$ cat config.mk
export PLATFORM = sky130hd
export DESIGN_NAME = ppm_stream_decoder_flat
export DESIGN_NICKNAME = d
export VERILOG_FILES = /design/src/sv/ppmd_pkg.sv /design/src/sv/ppmd_if.sv /design/src/sv/ppmd_parser.sv /design/src/sv/ppm_stream_decoder.sv /design/src/flat_wrapper.sv
export SDC_FILE = /design/constraint.sdc
export NUM_CORES = 1
export LEC_CHECK = 0
export ABC_AREA = 1
export BUFFER_PORTS_ARGS = -buffer_cell sky130_fd_sc_hd__buf_4
export CAP_MARGIN = 20
export CORE_ASPECT_RATIO = 1.2
export CORE_MARGIN = 2
export CORE_UTILIZATION = 42
export DETAILED_ROUTE_END_ITERATION = 6
export GPL_ROUTABILITY_DRIVEN = 0
export HOLD_SLACK_MARGIN = 0.02
export PLACE_DENSITY = 0.59
export SLEW_MARGIN = 25
export SYNTH_ARGS = -nofsm -noshare
export SYNTH_HDL_FRONTEND = slang
export SYNTH_SLANG_ARGS = --single-unit
export TNS_END_PERCENT = 20
$ cat constraint.sdc
create_clock -name clock -period 7.1 [get_ports clock]
set_input_delay 0.355 -clock clock [delete_from_list [all_inputs] [get_ports clock]]
set_output_delay 0.355 -clock clock [all_outputs]
set_load 0.01 [all_outputs]
$ cat src/sv/ppmd_pkg.sv
package ppmd_pkg;

   localparam logic [7:0] CHAR_HASH    = 8'h23;
   localparam logic [7:0] CHAR_SPACE   = 8'h20;
   localparam logic [7:0] CHAR_NEWLINE = 8'h0A;
   localparam logic [7:0] CHAR_ZERO    = 8'h30;
   localparam logic [7:0] CHAR_NINE    = 8'h39;
   localparam logic [7:0] CHAR_THREE   = 8'h33;

   localparam logic [15:0] VAL_MAX = 16'hFFFF;

   typedef struct packed {
      logic [7:0] data_byte;
      logic       start_of_image;
   } ppmd_req_type;

   typedef struct packed {
      logic [15:0] red;
      logic [15:0] green;
      logic [15:0] blue;
      logic        last_pixel;
      logic        ascii_format;
      logic [15:0] max_sample;
   } ppmd_rsp_type;

   typedef struct packed {
      logic         valid;
      ppmd_rsp_type word;
   } ppmd_result_type;

endpackage

$ cat src/sv/ppmd_if.sv
interface ppmd_req_if;
   import ppmd_pkg::*;

   logic         valid;
   logic         ready;
   ppmd_req_type data;

   modport source (output valid, output data, input ready);
   modport sink (input valid, input data, output ready);
endinterface

interface ppmd_rsp_if;
   import ppmd_pkg::*;

   logic         valid;
   logic         ready;
   ppmd_rsp_type data;

   modport source (output valid, output data, input ready);
   modport sink (input valid, input data, output ready);
endinterface

$ cat src/sv/ppmd_parser.sv
module ppmd_parser #(
   parameter int DIM_BITS = 16
) (
   input  logic                      clock,
   input  logic                      reset,
   input  logic                      step_en,
   input  ppmd_pkg::ppmd_req_type    in_word,
   output ppmd_pkg::ppmd_result_type result
);
   import ppmd_pkg::*;

   localparam int PixW = 2 * DIM_BITS;
   localparam logic [15:0] DimMax = 16'((32'd1 << DIM_BITS) - 32'd1);

   typedef enum logic [2:0] {
      PH_MAGIC,
      PH_DIM1,
      PH_DIM2,
      PH_MAXV,
      PH_ASCII,
      PH_BINARY,
      PH_DONE
   } phase_type;

   phase_type           phase_ff, phase_in;
   logic [15:0]         tok_val_ff, tok_val_in;
   logic                started_ff, started_in;
   logic                digits_end_ff, digits_end_in;
   logic                comment_ff, comment_in;
   logic [1:0]          char_idx_ff, char_idx_in;
   logic                ascii_ff, ascii_in;
   logic [DIM_BITS-1:0] dim1_ff, dim1_in;
   logic [DIM_BITS-1:0] dim2_ff, dim2_in;
   logic [15:0]         max_ff, max_in;
   logic [PixW-1:0]     pixels_ff, pixels_in;
   logic [1:0]          sidx_ff, sidx_in;
   logic [15:0]         red_ff, red_in;
   logic [15:0]         green_ff, green_in;

   logic                samp_go;
   logic [15:0]         samp_val;
   logic [19:0]         acc_sum;
   logic [DIM_BITS-1:0] dim_sat;
   logic [7:0]          cur_byte;
   logic                is_sep;
   logic                is_digit;

   assign cur_byte = in_word.data_byte;
   assign is_sep   = (cur_byte == CHAR_SPACE) || (cur_byte == CHAR_NEWLINE);
   assign is_digit = (cur_byte >= CHAR_ZERO) && (cur_byte <= CHAR_NINE);

   always_comb begin
      phase_in      = phase_ff;
      tok_val_in    = tok_val_ff;
      started_in    = started_ff;
      digits_end_in = digits_end_ff;
      comment_in    = comment_ff;
      char_idx_in   = char_idx_ff;
      ascii_in      = ascii_ff;
      dim1_in       = dim1_ff;
      dim2_in       = dim2_ff;
      max_in        = max_ff;
      pixels_in     = pixels_ff;
      sidx_in       = sidx_ff;
      red_in        = red_ff;
      green_in      = green_ff;
      samp_go       = 1'b0;
      samp_val      = '0;
      acc_sum       = '0;
      dim_sat       = '0;
      result        = '0;

      if (step_en) begin
         if (in_word.start_of_image) begin
            phase_in      = PH_MAGIC;
            tok_val_in    = '0;
            started_in    = 1'b0;
            digits_end_in = 1'b0;
            comment_in    = 1'b0;
            char_idx_in   = '0;
            ascii_in      = 1'b0;
            dim1_in       = '0;
            dim2_in       = '0;
            max_in        = '0;
            pixels_in     = '0;
            sidx_in       = '0;
            red_in        = '0;
            green_in      = '0;
         end

         dim_sat = (tok_val_in > DimMax) ? DIM_BITS'(DimMax) : DIM_BITS'(tok_val_in);
         acc_sum = 20'(tok_val_in) * 20'd10 + 20'(8'(cur_byte - CHAR_ZERO));

         priority if (phase_in == PH_DONE) begin
            samp_go = 1'b0;
         end else if (phase_in == PH_BINARY) begin
            samp_go  = 1'b1;
            samp_val = 16'(cur_byte);
         end else if (comment_in) begin
            if (cur_byte == CHAR_NEWLINE) begin
               comment_in = 1'b0;
            end
         end else if (is_sep) begin
            if (started_in) begin
               unique case (phase_in)
                  PH_MAGIC: begin
                     phase_in = PH_DIM1;
                  end
                  PH_DIM1: begin
                     dim1_in  = dim_sat;
                     phase_in = PH_DIM2;
                  end
                  PH_DIM2: begin
                     dim2_in  = dim_sat;
                     phase_in = PH_MAXV;
                  end
                  PH_MAXV: begin
                     max_in    = tok_val_in;
                     pixels_in = PixW'(dim1_in) * PixW'(dim2_in);
                     sidx_in   = '0;
                     priority if (dim1_in == '0 || dim2_in == '0) begin
                        phase_in = PH_DONE;
                     end else if (ascii_in) begin
                        phase_in = PH_ASCII;
                     end else begin
                        phase_in = PH_BINARY;
                     end
                  end
                  PH_ASCII: begin
                     samp_go  = 1'b1;
                     samp_val = tok_val_in;
                  end
                  default: begin
                     samp_go = 1'b0;
                  end
               endcase
               tok_val_in    = '0;
               started_in    = 1'b0;
               digits_end_in = 1'b0;
               char_idx_in   = '0;
            end
         end else if (!started_in && cur_byte == CHAR_HASH) begin
            comment_in = 1'b1;
         end else begin
            started_in = 1'b1;
            if (phase_in == PH_MAGIC && char_idx_in == 2'd1) begin
               ascii_in = (cur_byte == CHAR_THREE);
            end
            if (char_idx_in != 2'd3) begin
               char_idx_in = char_idx_in + 2'd1;
            end
            if (!digits_end_in && is_digit) begin
               tok_val_in = (acc_sum > 20'(VAL_MAX)) ? VAL_MAX : acc_sum[15:0];
            end else begin
               digits_end_in = 1'b1;
            end
         end

         if (samp_go) begin
            unique case (sidx_in)
               2'd0: begin
                  red_in  = samp_val;
                  sidx_in = 2'd1;
               end
               2'd1: begin
                  green_in = samp_val;
                  sidx_in  = 2'd2;
               end
               default: begin
                  sidx_in                  = '0;
                  pixels_in                = pixels_in - PixW'(1);
                  result.valid             = 1'b1;
                  result.word.red          = red_in;
                  result.word.green        = green_in;
                  result.word.blue         = samp_val;
                  result.word.last_pixel   = (pixels_in == '0);
                  result.word.ascii_format = ascii_in;
                  result.word.max_sample   = max_in;
                  if (pixels_in == '0) begin
                     phase_in = PH_DONE;
                  end
               end
            endcase
         end
      end
   end

   always_ff @(posedge clock) begin
      if (reset) begin
         phase_ff      <= PH_MAGIC;
         tok_val_ff    <= '0;
         started_ff    <= 1'b0;
         digits_end_ff <= 1'b0;
         comment_ff    <= 1'b0;
         char_idx_ff   <= '0;
         ascii_ff      <= 1'b0;
         dim1_ff       <= '0;
         dim2_ff       <= '0;
         max_ff        <= '0;
         pixels_ff     <= '0;
         sidx_ff       <= '0;
         red_ff        <= '0;
         green_ff      <= '0;
      end else if (step_en) begin
         phase_ff      <= phase_in;
         tok_val_ff    <= tok_val_in;
         started_ff    <= started_in;
         digits_end_ff <= digits_end_in;
         comment_ff    <= comment_in;
         char_idx_ff   <= char_idx_in;
         ascii_ff      <= ascii_in;
         dim1_ff       <= dim1_in;
         dim2_ff       <= dim2_in;
         max_ff        <= max_in;
         pixels_ff     <= pixels_in;
         sidx_ff       <= sidx_in;
         red_ff        <= red_in;
         green_ff      <= green_in;
      end
   end

endmodule

$ cat src/sv/ppm_stream_decoder.sv
// Streaming PPM parser (P3 text and P6 binary): takes one file byte per word on req_chan and
// returns one word on rsp_chan per completed pixel, carrying the three samples, a last-pixel
// flag, the text/binary format flag and the header's maximum value. One byte is accepted
// every cycle while rsp_chan keeps up; a byte is first registered on input, then parsed when
// the output register is free, and its pixel is registered at the same edge as that parse, so
// rsp valid is driven from the output register. The parser state is updated
// once per byte in a single pass. A byte with start_of_image set restarts the header parse.
// Text samples are delivered only once the separator after them arrives. DIM_BITS sets the
// width of each image dimension; larger values saturate, and the pixel counter holds
// 2*DIM_BITS bits.
module ppm_stream_decoder #(
   parameter int DIM_BITS = 16
) (
   input logic        clock,
   input logic        reset,
   ppmd_req_if.sink   req_chan,
   ppmd_rsp_if.source rsp_chan
);
   import ppmd_pkg::*;

   logic            in_valid_ff, in_valid_in;
   ppmd_req_type    in_word_ff, in_word_in;
   logic            out_valid_ff, out_valid_in;
   ppmd_rsp_type    out_word_ff, out_word_in;
   logic            out_free;
   logic            step_en;
   ppmd_result_type result;

   assign out_free       = !out_valid_ff || rsp_chan.ready;
   assign step_en        = in_valid_ff && out_free;
   assign req_chan.ready = !in_valid_ff || out_free;

   ppmd_parser #(
      .DIM_BITS (DIM_BITS)
   ) u_parser (
      .clock   (clock),
      .reset   (reset),
      .step_en (step_en),
      .in_word (in_word_ff),
      .result  (result)
   );

   always_comb begin
      in_valid_in  = in_valid_ff;
      in_word_in   = in_word_ff;
      out_valid_in = out_valid_ff;
      out_word_in  = out_word_ff;
      if (req_chan.ready) begin
         in_valid_in = req_chan.valid;
         in_word_in  = req_chan.data;
      end
      if (out_free) begin
         out_valid_in = step_en && result.valid;
         out_word_in  = result.word;
      end
   end

   always_ff @(posedge clock) begin
      if (reset) begin
         in_valid_ff  <= 1'b0;
         out_valid_ff <= 1'b0;
      end else begin
         in_valid_ff  <= in_valid_in;
         out_valid_ff <= out_valid_in;
      end
      in_word_ff  <= in_word_in;
      out_word_ff <= out_word_in;
   end

   assign rsp_chan.valid = out_valid_ff;
   assign rsp_chan.data  = out_word_ff;

endmodule

$ cat src/flat_wrapper.sv
// flat-port wrapper written by rule: the top's interface ports become plain ports
module ppm_stream_decoder_flat import ppmd_pkg::*;
#(
   parameter int DIM_BITS = 16
)
  (clock, reset, req_chan_valid, req_chan_data, req_chan_ready, rsp_chan_valid, rsp_chan_data, rsp_chan_ready);
  ppmd_req_if req_chan_i ();
  ppmd_rsp_if rsp_chan_i ();
  input logic clock;
  input logic reset;
  input wire logic [$bits(req_chan_i.valid)-1:0] req_chan_valid;
  input wire logic [$bits(req_chan_i.data)-1:0] req_chan_data;
  output wire logic [$bits(req_chan_i.ready)-1:0] req_chan_ready;
  output wire logic [$bits(rsp_chan_i.valid)-1:0] rsp_chan_valid;
  output wire logic [$bits(rsp_chan_i.data)-1:0] rsp_chan_data;
  input wire logic [$bits(rsp_chan_i.ready)-1:0] rsp_chan_ready;
  assign req_chan_i.valid = req_chan_valid;
  assign req_chan_i.data = req_chan_data;
  assign req_chan_ready = req_chan_i.ready;
  assign rsp_chan_valid = rsp_chan_i.valid;
  assign rsp_chan_data = rsp_chan_i.data;
  assign rsp_chan_i.ready = rsp_chan_ready;
  ppm_stream_decoder #(.DIM_BITS(DIM_BITS)) u_core (.clock(clock), .reset(reset), .req_chan(req_chan_i), .rsp_chan(rsp_chan_i));
endmodule
After elaboration in Yosys (flattened, before gate mapping)
Index checks and enable logic that the tools add are counted.
{ "word_totals": {"register_bits": 216, "output_inout_bits": 68, "word_cells": 200} }
{ "op_classes": {"addsub": 4, "multipliers": 2, "n_lt_le_gt_ge": 4, "eq_ne": 13, "muxes": 130, "bitwise": 2, "n_reduce_logical": 21} }
{ "op_table": {"columns": ["operator", "count"], "rows": [
  ["$mux 16", 46],
  ["$mux 32", 10],
  ["$mux 67", 3],
  ["$mux 1", 40],
  ["$mux 2", 19],
  ["$logic_not 16->1", 2],
  ["$logic_not 32->1", 1],
  ["$mul 16x16->32", 1],
  ["$sub 32x1->32 const B", 1],
  ["$mux 3", 10],
  ["$eq 8x6->1 const B", 3],
  ["$add 20x8->20", 1],
  ["$gt 20x16->1 const B", 1],
  ["$mul 16x3->19 const B", 1],
  ["$gt 16x16->1 const B", 1],
  ["$pmux 3 s4", 1],
  ["$eq 3x3->1 const B", 3],
  ["$eq 8x4->1 const B", 1],
  ["$ge 8x6->1 const B", 1],
  ["$le 8x6->1 const B", 1],
  ["$sub 8x6->8 const B", 1],
  ["$eq 3x2->1 const B", 2],
  ["$logic_and 1x1->1", 6],
  ["$eq 2x1->1 const B", 2],
  ["other kinds (11)", 18]
]} }

Depth between registers and ports, before layout
{ "logic_depth": {"depth_word": 18, "ltp_mapped": 47} }

By module
A second synthesis with hierarchy kept.
{ "hier_totals": {"hier_cells": 3249, "area_unflattened_um2": 22615.4} }
{ "modules_own_cells": {"columns": ["module", "n_inst", "cells_each", "area_per_inst_um2", "seq_area_each_um2"], "rows": [
  ["ppmd_parser", 1, 3164, 20276.9, 2782.7],
  ["ppm_stream_decoder", 1, 85, 2338.5, 2292.2]
]} }

Worst setup path before layout
No wires, ideal clock.
{ "synth_path": {"kind": "register to register", "start": "register u_core.in_word_ff[0] (netlist name)", "end": "register u_core.u_parser.phase_ff[0]", "setup_ns": 0.132, "arrival_ns": 7.460, "required_ns": 6.968, "setup_slack_ns": -0.492, "path_stages_with_launch": 39, "path_cell_list": "edfxtp_1 > buf_6 > inv_4 > buf_6 > buf_2 > buf_2 > buf_2 > buf_2 > clkbuf_1 > clkbuf_1 > nand3_1 > fa_1 > fa_1 > fa_1 > fa_1 > fa_1 > fa_1 > inv_1 > (+3 left out) > nand2_1 > inv_1 > a21oi_1 > nor2_1 > nor2_1 > nand2_1 > nand2_1 > nand2_1 > o21ai_0 > nand2_1 > nor3_1 > nand4_1 > nand2_1 > nand3_1 > nor2_1 > nand2_1 > nand2_1 > a21oi_1"} }
{ "synth_via": {"elab_chain_cells": 15, "word_cells_on_any_way": 62, "cone_classes": "add/sub (1); mul (1); eq/ne (7); mux (46); reduce/logical (7)"} }
{ "synth_lines": {"columns": ["item", "line_no", "text"], "rows": [
  ["from (decl)", "ppm_stream_decoder.sv:22", "ppmd_req_type in_word_ff, in_word_in;"],
  ["from (signal assigned)", "ppm_stream_decoder.sv:66", "in_word_ff <= in_word_in;"],
  ["$mux 16 or $mux 3 (tied branches)", "ppmd_parser.sv:74", "if (in_word.start_of_image) begin"],
  ["$mux 16 or $mux 3 (tied branches)", "ppmd_parser.sv:73", "if (step_en) begin"],
  ["$mul 16x16->32 or $eq 3x2->1 (tied branches)", "ppmd_parser.sv:119, ppmd_parser.sv:105", null],
  ["$mux 32", "ppmd_parser.sv:105", "unique case (phase_in)"],
  ["$mux 32", "ppmd_parser.sv:104", "if (started_in) begin"],
  ["$mux 32", "ppmd_parser.sv:103", "end else if (is_sep) begin"],
  ["$mux 32", "ppmd_parser.sv:99", "end else if (comment_in) begin"],
  ["$mux 32", "ppmd_parser.sv:96", "end else if (phase_in == PH_BINARY) begin"],
  ["$mux 32", "ppmd_parser.sv:94", "priority if (phase_in == PH_DONE) begin"],
  ["$mux 32", "ppmd_parser.sv:73", null],
  ["$sub 32x1->32", "ppmd_parser.sv:171", "pixels_in = pixels_in - PixW'(1);"],
  ["$logic_not 32->1", "ppmd_parser.sv:179", "if (pixels_in == '0) begin"],
  ["$mux 3", "ppmd_parser.sv:179", null],
  ["$mux 3", "ppmd_parser.sv:160", "unique case (sidx_in)"],
  ["$mux 3 *", "ppmd_parser.sv:159", "if (samp_go) begin"],
  ["to (signal assigned)", "ppmd_parser.sv:205", "phase_ff <= phase_in;"],
  ["to (decl)", "ppmd_parser.sv:25", "phase_type phase_ff, phase_in;"]
]} }
Mark *: on every way between the ends. The rest lies on a longest branch, timed or not. The select of a mux whose other input is x is not followed.
A chain may end at the register's enable or synchronous reset.

Worst setup path in the final report
Ends and elaborated chain as after synthesis.

==> run_results.csv <==
group,metric,value,unit
die,rows,92,
detailed_routing,highest_layer,"met4",
cts,cts_tree,"built",
setup_path,critPathArrivalTime,7.29,ns
setup_path,crit_required,7.51,ns
detailed_routing,antenna_left,0,
die,fp.dieArea,55330,um2
synth,synth_nets,3540,
synth,ys_seq_area_share,22.60,%
die,core,52720,um2
detailed_routing,via_per_inst,5.393,
power_and_ir_drop,intPower,2194,uW
setup_path,crit_slowest_cell,"fa_1",
die,die_y,257.3,um
power_and_ir_drop,p_switching,735.3,uW
sta,setup_viol,0,
cts,htree_levels,1,
global_routing,grt_pass1_vias,21450,
sta,finalClockSkew,0.01259,ns
power_and_ir_drop,finalPower,2929,uW
cts,clk_pin_slew_worst_paths,0.07,ns
global_routing,grt_pass1_wl,115.7,mm
synth,ys_types,59,
die,start_util,42.59,%
placement,io_buffer_count,80,
setup_path,cp-end-kind,"register",
synth,synth_seq_cells,216,
sta,fmax,145.3,MHz
die,dieWidth,215.1,um
synth,synth_area,22450,um2
global_routing,antenna_found_initial,0,
synth,yosysMostFrequentCell,"nand2_1",
detailed_routing,routed_wl,74.99,mm
power_and_ir_drop,peakVddDrop,0.1736,mV
cells_and_area,fill_cells,5167,
placement,dpl_cell_area,24600,um2
power_and_ir_drop,pwr-share-clk,48.0,%
sta,tightest_slew,1.149,ns
detailed_routing,wirelength_met1,30.02,mm
synth,ys_warn_count,0,
sta,layout_setup_ws,0.2197,ns
sta,finalMaxSlewViolations,0,
cells_and_area,syn_to_final_growth,20.79,%
detailed_routing,firstDrtPassIters,6,
cells_and_area,fin_area,27120,um2
global_routing,gr-total-overflow,0,
synth,synth_edf_count,75,
power_and_ir_drop,comb_power_share,7.5,%
power_and_ir_drop,seq_power_share,44.4,%
global_routing,grt.total_usage,26.14,%
cts,clock_path_buffers,3,
placement,hpwl,56.23,mm
sta,max_slew_margin,22.62,%
cts,cts_sinks,216,
setup_path,startpoint_type,"register",
synth,synthTopCellsByArea,"fa_1 (17%), nand2_1 (17%), dfxtp_1 (13%), edfxtp_1 (10%), ha_1 (8.0%)",
sta,fin_crit,6.880,ns
cts,cts_root_buf,"clkbuf_16",
synth,yosysTopAreaCell,"fa_1",
cells_and_area,post_route_cells_drive_above_1_share,18.81,%
cells_and_area,finalNetCount,3716,
setup_path,slowest_delay,0.56,ns
synth,synth-main-ff-cell,"dfxtp_1",
detailed_routing,drtIter0Drc,1876,
power_and_ir_drop,swShare,25.10,%
synth,synth.avg_cell_area,7.045,um2
global_routing,grt_max_degree,82,
setup_path,critical_path_peak_fanout,5,
sta,post-route-period-util,96.90,%
sta,rsz0062_at_grt,"true",
detailed_routing,vias,22040,
min_path,holdPathStages,1,
flow_run,max_cap_violations,0,
power_and_ir_drop,p_leak,0.01232,uW
sta,whs,0.03175,ns
setup_path,reg2reg_depth,34,
setup_path,crit_path_frequent_cell,"fa_1",
setup_path,crit_type,"register to register",
cts,numCtsBuffers,24,
die,io_pins,81,
detailed_routing,dr_wl_met2,37.79,mm
power_and_ir_drop,power_density,108.0,nW/um2
detailed_routing,wl_per_cell,18.35,um
detailed_routing,drc,0,
detailed_routing,wl_met3,4.101,mm
synth,synth_async_sr_flop_share,0,%
synth,ys_top_cells_by_count,"nand2_1 (1001), inv_1 (439), nor2_1 (283), a21oi_1 (231), fa_1 (196)",
cts,clock_latency,0.55,ns
synth,syn_inst,3187,
min_path,hold_class,"input port to register",
sta,hold_viol,0,
run_status,status,"complete, no violations",
placement,pre_cts_ws,-0.2358,ns
synth,synth_top_area_share,17.48,%
cells_and_area,utilization,51.44,%
cells_and_area,antenna_cells,0,
[sequential cells by signal, indices dropped and copies added, names as in the netlist, 2 cells and up]
register	cells
u_core.u_parser.phase_ff	3
u_core.u_parser.pixels_ff	32
u_core.u_parser.dim2_ff	16
u_core.u_parser.green_ff	16
u_core.u_parser.red_ff	16
u_core.u_parser.dim1_ff	16
u_core.u_parser.tok_val_ff	16
u_core.u_parser.sidx_ff	2
u_core.in_word_ff	9
u_core.u_parser.max_ff	16
u_core.u_parser.char_idx_ff	2
u_core.rsp_chan.data	66
[area by class of cell]
cell class	instances	area [um2]	share of cell area (%)
Timing Repair inverter	4	48.80	0.1799
Multi-Input combinational cell	2368	16110	59.39
Sequential cell	216	5075	18.71
Clock inverter	14	224.0	0.8258
Inverter	461	1789	6.597
Clock buffer	30	653.1	2.408
Timing Repair Buffer	288	2341	8.632
Tap cell	705	882.1	3.253
[worst max-delay path, delay by kind of cell (launching register included)]
kind                       cells  cell delay (ns)
adders and majority gates      7             3.43
and+or+nand+nor               19             2.03
AOI/OAI and AO/OA              1             0.05
buffers and inverters          7             0.84
DFF                            1             0.38
[cell usage in the layout (no fill, tap or decap), types with 6 or more instances in the layout]
cell type | synthesis | routed
inv_2 | 13 | 38
a31oi_1 | 11 | 11
buf_4 | 3 | 262
a21oi_1 | 231 | 221
nor2_2 | 18 | 29
dfxtp_1 | 141 | 141
nor3_1 | 18 | 13
fa_1 | 196 | 187
nand4_1 | 34 | 34
nor4_1 | 8 | 7
xor2_1 | 25 | 22
buf_12 | 0 | 10
xnor2_1 | 14 | 13
clkinv_1 | 7 | 7
nand2_1 | 1001 | 909
ha_4 | 0 | 14
clkbuf_16 | 0 | 24
nand3b_1 | 11 | 11
nor2_4 | 9 | 32
ha_1 | 144 | 127
nand2_2 | 11 | 81
o211ai_1 | 52 | 52
fa_2 | 0 | 9
nor2_1 | 283 | 249
o21ai_0 | 91 | 88
nand2_4 | 1 | 22
a21oi_2 | 3 | 10
a211oi_1 | 9 | 9
nand3_1 | 140 | 118
dlygate4sd3_1 | 0 | 8
buf_6 | 4 | 7
o21ai_2 | 3 | 6
nand3_2 | 2 | 23
edfxtp_1 | 75 | 75
inv_1 | 439 | 406
[metal layers]
metal | global-route usage [%] | vias to the layer above
li1 | - | 10440
met1 | 32.68 | 10700
met2 | 46.77 | 725
met3 | 2.270 | 174
met4 | 9.828 | 0
met5 | 0 | -
[metrics by stage]
stage          instances  TNS [ns]
2_1_floorplan       3187         0
3_3_place_gp        3981   -0.6077
3_5_place_dp        3981   -0.9896
4_1_cts             4041         0
5_1_grt             4086   -0.1912
6_report            4086         0
[what timing repair did]
item                                    in CTS  in global routing
hold buffers                                 8                  0
endpoints found under the hold margin        8                  0
resized for setup                           33                293
endpoints found under the setup margin      10                 18
setup buffers                                6                 44
gates cloned                                 2                  2
pin swaps                                    4                129
[kinds of logic (layout without fill, tap and decap cells)]
logic type,after synthesis,count (layout),share of synthesized area [%]
fa+ha+maj,340,340,25.50
xor+xnor,40,40,1.594
buf+inv,603,797,10.35
simple gates,1556,1556,29.03
flops,216,216,22.60
compound gates,432,432,10.92
[power by group through the flow]
stage	registers (uW)	logic [uW]	clock network [uW]
global route	1300	238	1470
detailed placement	1330	196	0
floorplan	1320	136	0
finish	1300	220	1410
CTS	1300	205	1430
global placement	1330	193	0
[worst paths after layout]
path / start / to / slack [ns]
max: u_core.in_word_ff[0] / u_core.u_parser.phase_ff[0] / 0.22
min reg2reg: u_core.u_parser.pixels_ff[6] / u_core.u_parser.pixels_ff[6] / 0.46
min: req_chan_data[0] / u_core.in_word_ff[0] / 0.03
max reg2reg: u_core.in_word_ff[0] / u_core.u_parser.phase_ff[0] / 0.22
No activity file was read; power rests on OpenSTA's default activity.
